$ cat config.mk
export PLATFORM = sky130hd
export DESIGN_NAME = columnar_transposition_unit
export DESIGN_NICKNAME = d
export VERILOG_FILES = /design/src/rtl/core/ctu_pkg.sv /design/src/rtl/core/ctu_ram.sv /design/src/rtl/core/ctu_csr.sv /design/src/rtl/core/ctu_seq.sv /design/src/rtl/core/columnar_transposition_unit.sv
export SDC_FILE = /design/constraint.sdc
export NUM_CORES = 2
export LEC_CHECK = 0
export ABC_CLOCK_PERIOD_IN_PS = 10200
export BUFFER_PORTS_ARGS = -buffer_cell sky130_fd_sc_hd__buf_4
export CAP_MARGIN = 30
export CORE_MARGIN = 2
export CORE_UTILIZATION = 30
export CTS_CLUSTER_SIZE = 24
export DETAILED_ROUTE_END_ITERATION = 8
export PLACE_DENSITY = 0.46
export SYNTH_ARGS = -nofsm -noshare
export SYNTH_HDL_FRONTEND = slang
export SYNTH_SLANG_ARGS = --single-unit
$ cat constraint.sdc
create_clock -name clock -period 10.2 [get_ports clock]
set_input_delay 2.04 -clock clock [delete_from_list [all_inputs] [get_ports clock]]
set_output_delay 2.04 -clock clock [all_outputs]
set_load 0.05 [all_outputs]
$ cat src/rtl/core/ctu_pkg.sv
// ----------------------------------------------------------------------------
// ctu_pkg: shared definitions of the columnar transposition unit
// Register map codes, field widths, parameter defaults and the structs that
// carry configuration and control between the modules.
// ----------------------------------------------------------------------------
package ctu_pkg;

   localparam int MAX_LEN_DEF  = 64;
   localparam int MAX_COLS_DEF = 64;

   localparam int BYTE_W   = 8;
   localparam int TW_W     = 7;
   localparam int DATA_W   = 32;
   localparam int PADDR_W  = 4;
   localparam int REG_IDX_W = 2;

   localparam logic [REG_IDX_W-1:0] REG_TABLE_WIDTH  = 2'd0;
   localparam logic [REG_IDX_W-1:0] REG_DECRYPT_MODE = 2'd1;
   localparam logic [REG_IDX_W-1:0] REG_DOUBLE_PASS  = 2'd2;

   localparam logic [TW_W-1:0] TABLE_WIDTH_RST = 7'd1;

   typedef struct packed {
      logic [TW_W-1:0] table_width;
      logic            decrypt_mode;
      logic            double_pass;
   } cfg_type;

   typedef struct packed {
      logic ld_en;   // store an incoming byte into the message store
      logic cp_en;   // write the permuted byte read in the previous cycle
      logic dir;     // 0: message store is the source, 1: pass store is
   } mem_ctl_type;

   typedef struct packed {
      logic strobe;
      logic last;
      logic overflow;
   } rsp_ctl_type;

endpackage

$ cat src/rtl/core/ctu_ram.sv
// ----------------------------------------------------------------------------
// ctu_ram: generic single-port-write, single-port-read RAM
// One write and one registered read per cycle.
// ----------------------------------------------------------------------------
module ctu_ram #(
   parameter int WIDTH = 8,
   parameter int DEPTH = 64
) (
   input  logic                     clock,
   input  logic                     wr_en,
   input  logic [$clog2(DEPTH)-1:0] wr_addr,
   input  logic [WIDTH-1:0]         wr_data,
   input  logic [$clog2(DEPTH)-1:0] rd_addr,
   output logic [WIDTH-1:0]         rd_data
);

   logic [WIDTH-1:0] mem_ff [DEPTH];
   logic [WIDTH-1:0] rd_data_ff;

   always_ff @(posedge clock) begin
      if (wr_en) begin
         mem_ff[wr_addr] <= wr_data;
      end
      rd_data_ff <= mem_ff[rd_addr];
   end

   assign rd_data = rd_data_ff;

endmodule

$ cat src/rtl/core/ctu_csr.sv
// ----------------------------------------------------------------------------
// ctu_csr: APB register block
// Holds table width, decrypt mode and double pass; writes complete in the
// access cycle, reads return the stored value.
// ----------------------------------------------------------------------------
module ctu_csr (
   input  logic                         clock,
   input  logic                         reset,
   input  logic                         psel,
   input  logic                         penable,
   input  logic                         pwrite,
   input  logic [ctu_pkg::PADDR_W-1:0]  paddr,
   input  logic [ctu_pkg::DATA_W-1:0]   pwdata,
   output logic [ctu_pkg::DATA_W-1:0]   prdata,
   output logic                         pready,
   output ctu_pkg::cfg_type             cfg
);
   import ctu_pkg::*;

   cfg_type              cfg_ff;
   cfg_type              cfg_in;
   logic [REG_IDX_W-1:0] reg_idx;
   logic                 wr_stb;

   assign reg_idx = paddr[PADDR_W-1:2];
   assign wr_stb  = psel & penable & pwrite;

   always_comb begin
      cfg_in = cfg_ff;
      if (wr_stb) begin
         case (reg_idx)
            REG_TABLE_WIDTH:  cfg_in.table_width  = pwdata[TW_W-1:0];
            REG_DECRYPT_MODE: cfg_in.decrypt_mode = pwdata[0];
            REG_DOUBLE_PASS:  cfg_in.double_pass  = pwdata[0];
            default:          cfg_in = cfg_ff;
         endcase
      end
   end

   always_ff @(posedge clock) begin
      if (reset) begin
         cfg_ff.table_width  <= TABLE_WIDTH_RST;
         cfg_ff.decrypt_mode <= 1'b0;
         cfg_ff.double_pass  <= 1'b0;
      end else begin
         cfg_ff <= cfg_in;
      end
   end

   always_comb begin
      case (reg_idx)
         REG_TABLE_WIDTH:  prdata = {{(DATA_W-TW_W){1'b0}}, cfg_ff.table_width};
         REG_DECRYPT_MODE: prdata = {{(DATA_W-1){1'b0}}, cfg_ff.decrypt_mode};
         REG_DOUBLE_PASS:  prdata = {{(DATA_W-1){1'b0}}, cfg_ff.double_pass};
         default:          prdata = '0;
      endcase
   end

   assign pready = 1'b1;
   assign cfg    = cfg_ff;

endmodule

$ cat src/rtl/core/ctu_seq.sv
// ----------------------------------------------------------------------------
// ctu_seq: transposition sequencer
// Counts incoming bytes, walks the table column by column with one shared
// adder, drives the store addresses for each pass and paces the output.
// ----------------------------------------------------------------------------
module ctu_seq #(
   parameter int MAX_LEN  = ctu_pkg::MAX_LEN_DEF,
   parameter int MAX_COLS = ctu_pkg::MAX_COLS_DEF
) (
   input  logic                       clock,
   input  logic                       reset,
   input  ctu_pkg::cfg_type           cfg,
   input  logic                       start,
   input  logic                       in_last,
   output logic                       busy,
   output ctu_pkg::mem_ctl_type       mem_ctl,
   output logic [$clog2(MAX_LEN)-1:0] ld_addr,
   output logic [$clog2(MAX_LEN)-1:0] rd_addr,
   output logic [$clog2(MAX_LEN)-1:0] cp_addr,
   output ctu_pkg::rsp_ctl_type       rsp_ctl
);
   import ctu_pkg::*;

   localparam int AW = $clog2(MAX_LEN);
   localparam int CW = $clog2(MAX_LEN + 1);
   localparam int WW = $clog2(MAX_COLS + 1);
   localparam int PW = $clog2(MAX_LEN + MAX_COLS);

   typedef enum logic [4:0] {
      ST_IDLE  = 5'b00001,
      ST_PASS  = 5'b00010,
      ST_DRAIN = 5'b00100,
      ST_EMIT  = 5'b01000,
      ST_FLUSH = 5'b10000
   } state_type;

   state_type       state_ff, state_in;
   logic [CW-1:0]   count_ff, count_in;
   logic            ovf_ff, ovf_in;
   logic [PW-1:0]   pos_ff, pos_in;
   logic [WW-1:0]   col_ff, col_in;
   logic [AW-1:0]   k_ff, k_in;
   logic            second_ff, second_in;
   logic            dir_ff, dir_in;
   logic            cp_en_ff, cp_en_in;
   logic [AW-1:0]   cp_addr_ff, cp_addr_in;
   logic            strobe_ff, strobe_in;
   logic            last_ff, last_in;

   logic [WW-1:0]   width;
   logic [PW-1:0]   addend;
   logic [PW-1:0]   sum;
   logic [PW-1:0]   count_ext;
   logic            in_range;
   logic            accept;
   logic            ld_en;

   // Out-of-range widths are folded onto the nearest legal value.
   always_comb begin
      if (cfg.table_width == '0) begin
         width = WW'(1);
      end else if (cfg.table_width > TW_W'(MAX_COLS)) begin
         width = WW'(MAX_COLS);
      end else begin
         width = cfg.table_width[WW-1:0];
      end
   end

   // The shared adder: steps down a column during a pass, counts during output.
   assign addend    = (state_ff == ST_PASS) ? PW'(width) : PW'(1);
   assign sum       = pos_ff + addend;
   assign count_ext = PW'(count_ff);
   assign in_range  = pos_ff < count_ext;
   assign accept    = start && (state_ff == ST_IDLE);

   always_comb begin
      state_in   = state_ff;
      count_in   = count_ff;
      ovf_in     = ovf_ff;
      pos_in     = pos_ff;
      col_in     = col_ff;
      k_in       = k_ff;
      second_in  = second_ff;
      dir_in     = dir_ff;
      cp_en_in   = 1'b0;
      cp_addr_in = cp_addr_ff;
      strobe_in  = 1'b0;
      last_in    = last_ff;
      rd_addr    = pos_ff[AW-1:0];
      ld_en      = 1'b0;

      case (state_ff)
         ST_IDLE: begin
            if (accept) begin
               if (count_ff < CW'(MAX_LEN)) begin
                  ld_en    = 1'b1;
                  count_in = count_ff + CW'(1);
               end else begin
                  ovf_in = 1'b1;
               end
               if (in_last) begin
                  state_in  = ST_PASS;
                  pos_in    = '0;
                  col_in    = '0;
                  k_in      = '0;
                  second_in = 1'b0;
               end
            end
         end
         ST_PASS: begin
            if (in_range) begin
               // Encrypt gathers from the table position, decrypt scatters to it.
               rd_addr    = cfg.decrypt_mode ? k_ff : pos_ff[AW-1:0];
               cp_addr_in = cfg.decrypt_mode ? pos_ff[AW-1:0] : k_ff;
               cp_en_in   = 1'b1;
               k_in       = k_ff + AW'(1);
               pos_in     = sum;
            end else if (col_ff == width - WW'(1)) begin
               state_in = ST_DRAIN;
            end else begin
               col_in = col_ff + WW'(1);
               pos_in = PW'(col_ff + WW'(1));
            end
         end
         ST_DRAIN: begin
            // The copy writes are done by now; dir flips so the next pass reads what they wrote.
            dir_in = ~dir_ff;
            pos_in = '0;
            col_in = '0;
            k_in   = '0;
            if (cfg.double_pass && !second_ff) begin
               second_in = 1'b1;
               state_in  = ST_PASS;
            end else begin
               state_in = ST_EMIT;
            end
         end
         ST_EMIT: begin
            strobe_in = 1'b1;
            last_in   = (sum == count_ext);
            pos_in    = sum;
            if (sum == count_ext) begin
               state_in = ST_FLUSH;
            end
         end
         ST_FLUSH: begin
            state_in = ST_IDLE;
            dir_in   = 1'b0;
            count_in = '0;
            ovf_in   = 1'b0;
         end
         default: begin
            state_in = ST_IDLE;
         end
      endcase
   end

   always_ff @(posedge clock) begin
      if (reset) begin
         state_ff  <= ST_IDLE;
         count_ff  <= '0;
         ovf_ff    <= 1'b0;
         dir_ff    <= 1'b0;
         second_ff <= 1'b0;
         cp_en_ff  <= 1'b0;
         strobe_ff <= 1'b0;
      end else begin
         state_ff  <= state_in;
         count_ff  <= count_in;
         ovf_ff    <= ovf_in;
         dir_ff    <= dir_in;
         second_ff <= second_in;
         cp_en_ff  <= cp_en_in;
         strobe_ff <= strobe_in;
      end
   end

   always_ff @(posedge clock) begin
      pos_ff     <= pos_in;
      col_ff     <= col_in;
      k_ff       <= k_in;
      cp_addr_ff <= cp_addr_in;
      last_ff    <= last_in;
   end

   assign busy             = (state_ff != ST_IDLE);
   assign ld_addr          = count_ff[AW-1:0];
   assign cp_addr          = cp_addr_ff;
   assign mem_ctl.ld_en    = ld_en;
   assign mem_ctl.cp_en    = cp_en_ff;
   assign mem_ctl.dir      = dir_ff;
   assign rsp_ctl.strobe   = strobe_ff;
   assign rsp_ctl.last     = last_ff;
   assign rsp_ctl.overflow = ovf_ff;

endmodule

$ cat src/rtl/core/columnar_transposition_unit.sv
// ----------------------------------------------------------------------------
// columnar_transposition_unit: keyless columnar transposition of one message
// Buffers a message, permutes it once or twice and streams it back out.
// ----------------------------------------------------------------------------
// A message is loaded one byte per cycle while busy is low; the byte that
// carries the last flag raises busy. Each pass then walks the table column
// by column, reading one byte a cycle from the source store's read port and
// taking a step to close each column. Output follows: one result per cycle,
// with rsp_strobe high for each. The receiver cannot stall the unit, so
// results must be taken as they appear. Bytes past MAX_LEN are dropped and
// every result of that message carries rsp_overflow.
// ----------------------------------------------------------------------------
module columnar_transposition_unit #(
   parameter int MAX_LEN  = ctu_pkg::MAX_LEN_DEF,
   parameter int MAX_COLS = ctu_pkg::MAX_COLS_DEF
) (
   input  logic                        clock,
   input  logic                        reset,
   input  logic                        start,
   output logic                        busy,
   input  logic [ctu_pkg::BYTE_W-1:0]  req_in_byte,
   input  logic                        req_in_last,
   output logic                        rsp_strobe,
   output logic [ctu_pkg::BYTE_W-1:0]  rsp_out_byte,
   output logic                        rsp_out_last,
   output logic                        rsp_overflow,
   input  logic                        psel,
   input  logic                        penable,
   input  logic                        pwrite,
   input  logic [ctu_pkg::PADDR_W-1:0] paddr,
   input  logic [ctu_pkg::DATA_W-1:0]  pwdata,
   output logic [ctu_pkg::DATA_W-1:0]  prdata,
   output logic                        pready
);
   import ctu_pkg::*;

   localparam int AW = $clog2(MAX_LEN);

   cfg_type           cfg;
   mem_ctl_type       mem_ctl;
   rsp_ctl_type       rsp_ctl;
   logic [AW-1:0]     ld_addr;
   logic [AW-1:0]     rd_addr;
   logic [AW-1:0]     cp_addr;
   logic              msg_we;
   logic [AW-1:0]     msg_waddr;
   logic [BYTE_W-1:0] msg_wdata;
   logic [BYTE_W-1:0] msg_q;
   logic              pass_we;
   logic [BYTE_W-1:0] pass_q;

   ctu_csr u_csr (
      .clock   (clock),
      .reset   (reset),
      .psel    (psel),
      .penable (penable),
      .pwrite  (pwrite),
      .paddr   (paddr),
      .pwdata  (pwdata),
      .prdata  (prdata),
      .pready  (pready),
      .cfg     (cfg)
   );

   ctu_seq #(
      .MAX_LEN  (MAX_LEN),
      .MAX_COLS (MAX_COLS)
   ) u_seq (
      .clock   (clock),
      .reset   (reset),
      .cfg     (cfg),
      .start   (start),
      .in_last (req_in_last),
      .busy    (busy),
      .mem_ctl (mem_ctl),
      .ld_addr (ld_addr),
      .rd_addr (rd_addr),
      .cp_addr (cp_addr),
      .rsp_ctl (rsp_ctl)
   );

   // The message store takes loads and the second pass; the pass store the first.
   assign msg_we    = mem_ctl.ld_en | (mem_ctl.cp_en & mem_ctl.dir);
   assign msg_waddr = mem_ctl.ld_en ? ld_addr : cp_addr;
   assign msg_wdata = mem_ctl.ld_en ? req_in_byte : pass_q;
   assign pass_we   = mem_ctl.cp_en & ~mem_ctl.dir;

   ctu_ram #(
      .WIDTH (BYTE_W),
      .DEPTH (MAX_LEN)
   ) u_msg_ram (
      .clock   (clock),
      .wr_en   (msg_we),
      .wr_addr (msg_waddr),
      .wr_data (msg_wdata),
      .rd_addr (rd_addr),
      .rd_data (msg_q)
   );

   ctu_ram #(
      .WIDTH (BYTE_W),
      .DEPTH (MAX_LEN)
   ) u_pass_ram (
      .clock   (clock),
      .wr_en   (pass_we),
      .wr_addr (cp_addr),
      .wr_data (msg_q),
      .rd_addr (rd_addr),
      .rd_data (pass_q)
   );

   assign rsp_strobe   = rsp_ctl.strobe;
   assign rsp_out_byte = mem_ctl.dir ? pass_q : msg_q;
   assign rsp_out_last = rsp_ctl.last;
   assign rsp_overflow = rsp_ctl.overflow;

endmodule

### Word-level counts from Yosys, hierarchy flattened

Memory sizes are Yosys's and may differ from the RTL's. A register that Yosys moved wholly into a read port is not among the register bits.
Cells that the tools add are included.

* register bits after elaboration: 53
* latch bits: 0
* bits in writable memories: 1024
* bits in read-only memories: 0
* bits of input ports: 51
* output and inout bits: 45
* word-level logic and storage cells: 124
* memories: 2

Memories
* u_msg_ram.mem_ff: depth 64, width 8, rd ports 1, clocked after Yosys merged registers in 1, write ports 1, RTL line ctu_ram.sv:17 `logic [WIDTH-1:0] mem_ff [DEPTH];`
* u_pass_ram.mem_ff: depth 64, width 8, rd ports 1, clocked after Yosys merged registers in 1, write ports 1, RTL line ctu_ram.sv:17

* add/sub/neg operators: 5
* multiply operators: 0
* divide/modulo/power cells: 0
* magnitude comparators: 3
* equality and inequality tests: 21
* shift operators: 0
* mux-type cells: 49
* bitwise operators: 7
* reductions and logical operators: 22

Operators by type and width (count)
* 7-bit two-way mux: 10
* 6-bit two-way mux: 8
* 7-bit case mux with 3 select lines: 2
* 7-bit case mux with 4 select lines: 1
* 5-bit two-way mux: 5
* 5-bit case mux with 4 select lines: 1
* 6-bit case mux with 3 select lines: 1
* 8-bit two-way mux: 2
* 7-bit by 1-bit adder with 7-bit output (second input constant): 2
* 7-bit == test: 2
* 1-bit two-way mux: 14
* 7-bit case mux with 2 select lines: 1
* 2-bit inequality test (second input constant): 6
* 4-bit AND reduction: 3
* 5-bit AND reduction: 2
* 2-bit by 1-bit inequality test with 1-bit output (second input constant): 4
* 2-bit AND reduction: 4
* 7-bit adder: 1
* 7-bit greater-than comparator (second input constant): 1
* 7-bit zero test: 1
* 7-bit < comparator: 1
* 7-bit < comparator (second input constant): 1
* 7-bit by 1-bit subtractor with 7-bit output (second input constant): 1
* 6-bit by 1-bit adder with 6-bit output (second input constant): 1
* other kinds (22): 32

### Logic depth before layout (Yosys ltp)

* depth after elaboration: 8
* depth in mapped cells: 16

### Cells and area by module

A second synthesis with hierarchy kept.

* cell total of the unflattened synthesis: 2311
* area total of the unflattened synthesis: 44431.4 µm²

By module, submodules not included
* ctu_ram: instances 2, cells an instance 940, area each 20166.8 µm², seq. area each 15534.9 µm²
* ctu_seq: instances 1, cells an instance 326, area each 3081.7 µm², seq. area each 1151.1 µm²
* ctu_csr: instances 1, cells an instance 78, area each 683.2 µm², seq. area each 180.2 µm²
* columnar_transposition_unit: instances 1, cells an instance 27, area each 332.8 µm², seq. area each 0.0 µm²

### Worst setup path after synthesis

OpenSTA, ideal clock, no wires.

* kind: input -> output
* start: input port paddr[2] (netlist name)
* end: output port prdata[0] (netlist name)
* arrival: 3.244 ns
* data required time: 8.160 ns
* setup slack: 4.916 ns
* stages: 2
* buffers on the path: 0
* cells stage by stage: mux2i_1 o21ai_0

* longest elaborated chain between the ends: 2
* elaborated cells on any way between the ends: 4
* those cells by class: eq/ne (2); mux (1); reduce/logical (1)

RTL lines
* from (decl): RTL line columnar_transposition_unit.sv:30 `input logic [ctu_pkg::PADDR_W-1:0] paddr,`
* 2-bit == test, or another cell as far along: RTL line ctu_csr.sv:51 `case (reg_idx)`
* 7-bit case mux with 3 select lines (*): RTL line ctu_csr.sv:51
* to (decl): RTL line columnar_transposition_unit.sv:32 `output logic [ctu_pkg::DATA_W-1:0] prdata,`

Every way passes the cells marked *; elsewhere a longest branch is shown, timed or not.

### Worst setup path in the final report

* start: register u_seq.state_ff[4]
* end: register u_pass_ram.rd_data_ff[7] (netlist: u_pass_ram.rd_data[7]) (read register of u_pass_ram.mem_ff)

* longest elaborated chain between the ends: 2

RTL lines
* from (decl): RTL line ctu_seq.sv:37 `state_type state_ff, state_in;`
* from (signal assigned): RTL line ctu_seq.sv:168 `state_ff <= state_in;`
* 5-bit by 2-bit == test with 1-bit output: RTL line ctu_seq.sv:92 `case (state_ff)`
* 6-bit two-way mux: RTL line ctu_seq.sv:92
* to (decl): RTL line ctu_ram.sv:18 `logic [WIDTH-1:0] rd_data_ff;`

Every way passes these cells.
A chain may end at the register's enable or synchronous reset.

==> impl_metrics.csv <==
group,metric,value,unit
timing,timing_max_transition_violations_final,0,
cells_and_area,layout_common_cells,"sky130_fd_sc_hd__edfxtp_1 (1,051), sky130_fd_sc_hd__nand3_1 (257), sky130_fd_sc_hd__o21ai_0 (232), sky130_fd_sc_hd__a211oi_1 (215), sky130_fd_sc_hd__nor2_1 (207)",
timing,finalHoldViolCount,0,
timing,slew-limit-headroom,28.00,%
drt,drtPass1Iterations,5,
drt,drcViolationCount,0,
global_route,grt_overflow,0,
timing,timing.final.crit_period,5.923,ns
cells_and_area,final_design_area_no_fill,53710,um^2
worst_setup_path,cp.arrival,6.58,ns
clock_tree,cts_made_buffers,116,
clock_tree,htree_num_levels,3,
floorplan,die_w,401.3,um
power,total_leakage_power,0.01704,uW
power,power-per-cell-area,211.6,nW/um^2
drt,postRouteAntennaNets,0,
worst_setup_path,crit_start,"u_seq.state_ff[4]$_SDFFE_PP0P_",
logic_synthesis,synth-warning-count,0,
global_route,initial_antenna_violation_count,3,
global_route,grt_start_max_net_pins,143,
timing,maxClockFrequency,0.1688,GHz
logic_synthesis,synth.ff_latch_count,1093,
logic_synthesis,synthArstFlopShare,0,%
clock_tree,cts.repair.resized,0,
job,max_cap_violations,0,
logic_synthesis,synth_edf_count,1051,
worst_setup_path,cp-end-kind,"register",
global_route,globalRouteTotalUtil,17.84,%
cells_and_area,n_fill_cell,15250,
logic_synthesis,synth.cell_area,47350,um^2
global_route,grt_pass1_wl,213.9,mm
worst_setup_path,rr_worst_depth,13,
timing,setup_failing_eps_final,0,
worst_setup_path,setup.worst_path.start_class,"register",
logic_synthesis,synth_ff_type,"sky130_fd_sc_hd__edfxtp_1",
drt,vias_per_cell,5.386,
logic_synthesis,mean_cell_area_of_the_mapped_netlist,13.03,um^2
worst_setup_path,critPathKind,"reg -> reg",
worst_setup_path,crit-reg2reg-capture,"u_pass_ram.rd_data[7]$_DFF_P_",
worst_setup_path,rr_startpoint,"u_seq.state_ff[4]$_SDFFE_PP0P_",
cells_and_area,fraction_of_layout_instances_using_a_drive_strength_above_1,10.48,%
timing,finalSetupTns,0,ns
floorplan,rows,145,
clock_tree,clockBufferDepth,3,
drt,dr_total_vias,30970,
global_route,vias_in_the_first_global_route,30010,
floorplan,ioPinCount,96,
drt,route.detailed.wl_per_inst,25.61,um
worst_setup_path,cp.required,10.86,ns
clock_tree,cts.repair_timing.setup_buffer_count,0,
floorplan,placeableCoreArea,156400,um^2
placement,place_hpwl,86.84,mm
power,peakVddDrop,145.9,uV
floorplan,starting_density_of_the_core,30.28,%
cells_and_area,layout.cells.most_common,"sky130_fd_sc_hd__edfxtp_1",
cells_and_area,antenna-diode-count,0,
timing,final.period_utilization,58.07,%
drt,route.final.wire_length,147.2,mm
timing,grt_setup_unrepaired,"no",
logic_synthesis,synth.yosys.seq_area_share,68.43,%
clock_tree,cts.sink_count,1093,
worst_setup_path,crit_path_max_fo,57,
logic_synthesis,ys_types,73,
clock_tree,clk_transition_reported_paths,0.06,ns
status,status,"completed",
clock_tree,clock_latency_reported_for_the_late_side_of_the_worst_skew_pair,0.73,ns
placement,placed_inst_area,49900,um^2
worst_setup_path,endpoint,"u_pass_ram.rd_data[7]$_DFF_P_",
cells_and_area,synthToLayoutAreaGrowth,13.44,%
worst_setup_path,ff2ff_setup_slack,4.28,ns
placement,routabilityCongestion,0.8225,
placement,buffer_ports.inserted,42,
timing,skew,0.03204,ns
logic_synthesis,synth_cells,3635,
worst_hold_path,kind_of_path_behind_the_tightest_hold_check,"reg -> reg",
clock_tree,cts_tree,"done",
floorplan,die_y,401.3,um
timing,tightestPinTransition,1.077,ns
clock_tree,clock-root-buffer,"sky130_fd_sc_hd__clkbuf_16",
floorplan,die_area,161000,um^2
clock_tree,holdBufCountCts,0,
cells_and_area,layout.nets,3660,
drt,drt-initial-drc-count,2861,
cell families (layout without fill, tap and decap cells):
logic type      after synthesis  after routing  share of synthesized area (%)
mux                         104            104                          2.278
simple gates               1094           1094                          11.74
xor+xnor                     34             34                         0.6289
compound gates              960            960                          13.47
flops                      1093           1093                          68.43
buf+inv                     331            364                          2.970
fa+ha+maj                    17             17                         0.4651
other cells                   2             26                        0.01586
flip-flops by register name, indices dropped and copies added, names as in the netlist:
register,flops
u_seq.second_ff,1
u_seq.col_ff,7
u_seq.last_ff,1
u_csr.cfg,9
u_seq.state_ff,5
u_seq.cp_en_ff,1
u_seq.pos_ff,7
u_seq.count_ext,7
u_seq.k_ff,6
u_pass_ram.rd_data,8
u_seq.dir_ff,1
u_msg_ram.mem_ff,512
u_seq.strobe_ff,1
u_seq.cp_addr,6
u_pass_ram.mem_ff,512
u_seq.ovf_ff,1
u_msg_ram.rd_data,8
metrics by stage:
stage | power [uW] | utilization (%) | hold slack (ns) | cells | setup slack (ns)
final | 11360 | 34.35 | 0.4691 | 5750 | 4.277
after global placement | 7227 | 31.86 | 0.4475 | 5522 | 4.438
after detailed placement | 7248 | 31.91 | 0.4545 | 5530 | 4.409
after global routing | 11730 | 34.35 | 0.5205 | 5750 | 4.020
after CTS | 11490 | 34.34 | 0.4633 | 5748 | 4.389
after floorplan | 6442 | - | 0.4367 | 3659 | 4.916
layer usage:
layer / track usage, % / share of wire [%] / vias up
met3: 2.035 / 4.9 / 189
met2: 28.63 / 47 / 924
met5: 0 / 0 / -
met4: 4.912 / 2.3 / 0
met1: 25.49 / 46 / 15790
li1: - / - / 14070
cell usage after synthesis (24+ instances only):
| master | n | area (um^2) |
|---|---|---|
| sky130_fd_sc_hd__a211oi_1 | 215 | 1614 |
| sky130_fd_sc_hd__edfxtp_1 | 1051 | 31560 |
| sky130_fd_sc_hd__mux2i_1 | 74 | 740.7 |
| sky130_fd_sc_hd__buf_4 | 29 | 217.7 |
| sky130_fd_sc_hd__and3_1 | 168 | 1051 |
| sky130_fd_sc_hd__nand2_1 | 217 | 814.5 |
| sky130_fd_sc_hd__nor3_1 | 24 | 120.1 |
| sky130_fd_sc_hd__buf_2 | 26 | 130.1 |
| sky130_fd_sc_hd__nor2b_1 | 24 | 150.1 |
| sky130_fd_sc_hd__nand3_1 | 258 | 1291 |
| sky130_fd_sc_hd__a22oi_1 | 48 | 360.4 |
| sky130_fd_sc_hd__a21oi_1 | 130 | 650.6 |
| sky130_fd_sc_hd__buf_1 | 25 | 93.84 |
| sky130_fd_sc_hd__clkbuf_1 | 230 | 863.3 |
| sky130_fd_sc_hd__o21ai_0 | 235 | 1176 |
| sky130_fd_sc_hd__o22ai_1 | 41 | 256.5 |
| sky130_fd_sc_hd__a2111oi_0 | 30 | 262.8 |
| sky130_fd_sc_hd__nand2b_1 | 74 | 462.9 |
| sky130_fd_sc_hd__a31oi_1 | 83 | 519.3 |
| sky130_fd_sc_hd__mux2_2 | 30 | 337.8 |
| sky130_fd_sc_hd__dfxtp_1 | 42 | 840.8 |
| sky130_fd_sc_hd__a21boi_0 | 33 | 247.7 |
| sky130_fd_sc_hd__nor2_1 | 210 | 788.3 |
report_power, final:
group | total [uW] | switching [uW] | internal, uW
combinational | 1520 | 1190 | 331
sequential | 5600 | 180 | 5420
clock | 4250 | 1800 | 2450
worst max-delay path: stages (launching register included):
cell and delay, ns:
sky130_fd_sc_hd__dfxtp_1 0.36, sky130_fd_sc_hd__or3_1 0.42, sky130_fd_sc_hd__nor3b_4 0.18, sky130_fd_sc_hd__buf_4 0.21, sky130_fd_sc_hd__and2_2 0.50, sky130_fd_sc_hd__buf_4 0.52, sky130_fd_sc_hd__nand3_2 0.11, sky130_fd_sc_hd__buf_4 0.35
sky130_fd_sc_hd__nand2_4 0.69, sky130_fd_sc_hd__buf_4 0.77, sky130_fd_sc_hd__mux2i_1 0.16, sky130_fd_sc_hd__a2111oi_0 0.95, sky130_fd_sc_hd__a211oi_1 0.24, sky130_fd_sc_hd__nand4b_1 0.19
layout make-up:
type | instances | area, um^2 | area share [%]
Clock buffer | 144 | 3099 | 5.770
Clock inverter | 74 | 700.7 | 1.305
Inverter | 18 | 67.56 | 0.1258
Multi-Input combinational cell | 2235 | 13840 | 25.77
Sequential cell | 1093 | 32430 | 60.38
Tap cell | 2058 | 2575 | 4.794
Timing Repair Buffer | 128 | 997.2 | 1.857
worst min path at each step:
stage	end	slack, ns	depth (start not counted)	startpoint
after global routing	u_seq.second_ff$_SDFFE_PP0P_	0.52	2	u_seq.second_ff$_SDFFE_PP0P_
final	u_seq.second_ff$_SDFFE_PP0P_	0.47	2	u_seq.second_ff$_SDFFE_PP0P_
after floorplan	u_seq.second_ff$_SDFFE_PP0P_	0.44	2	u_seq.second_ff$_SDFFE_PP0P_
after CTS	u_seq.second_ff$_SDFFE_PP0P_	0.46	2	u_seq.second_ff$_SDFFE_PP0P_
after global placement	u_seq.second_ff$_SDFFE_PP0P_	0.45	2	u_seq.second_ff$_SDFFE_PP0P_
after detailed placement	u_seq.second_ff$_SDFFE_PP0P_	0.45	2	u_seq.second_ff$_SDFFE_PP0P_
Power figures use the tool's default switching activity.
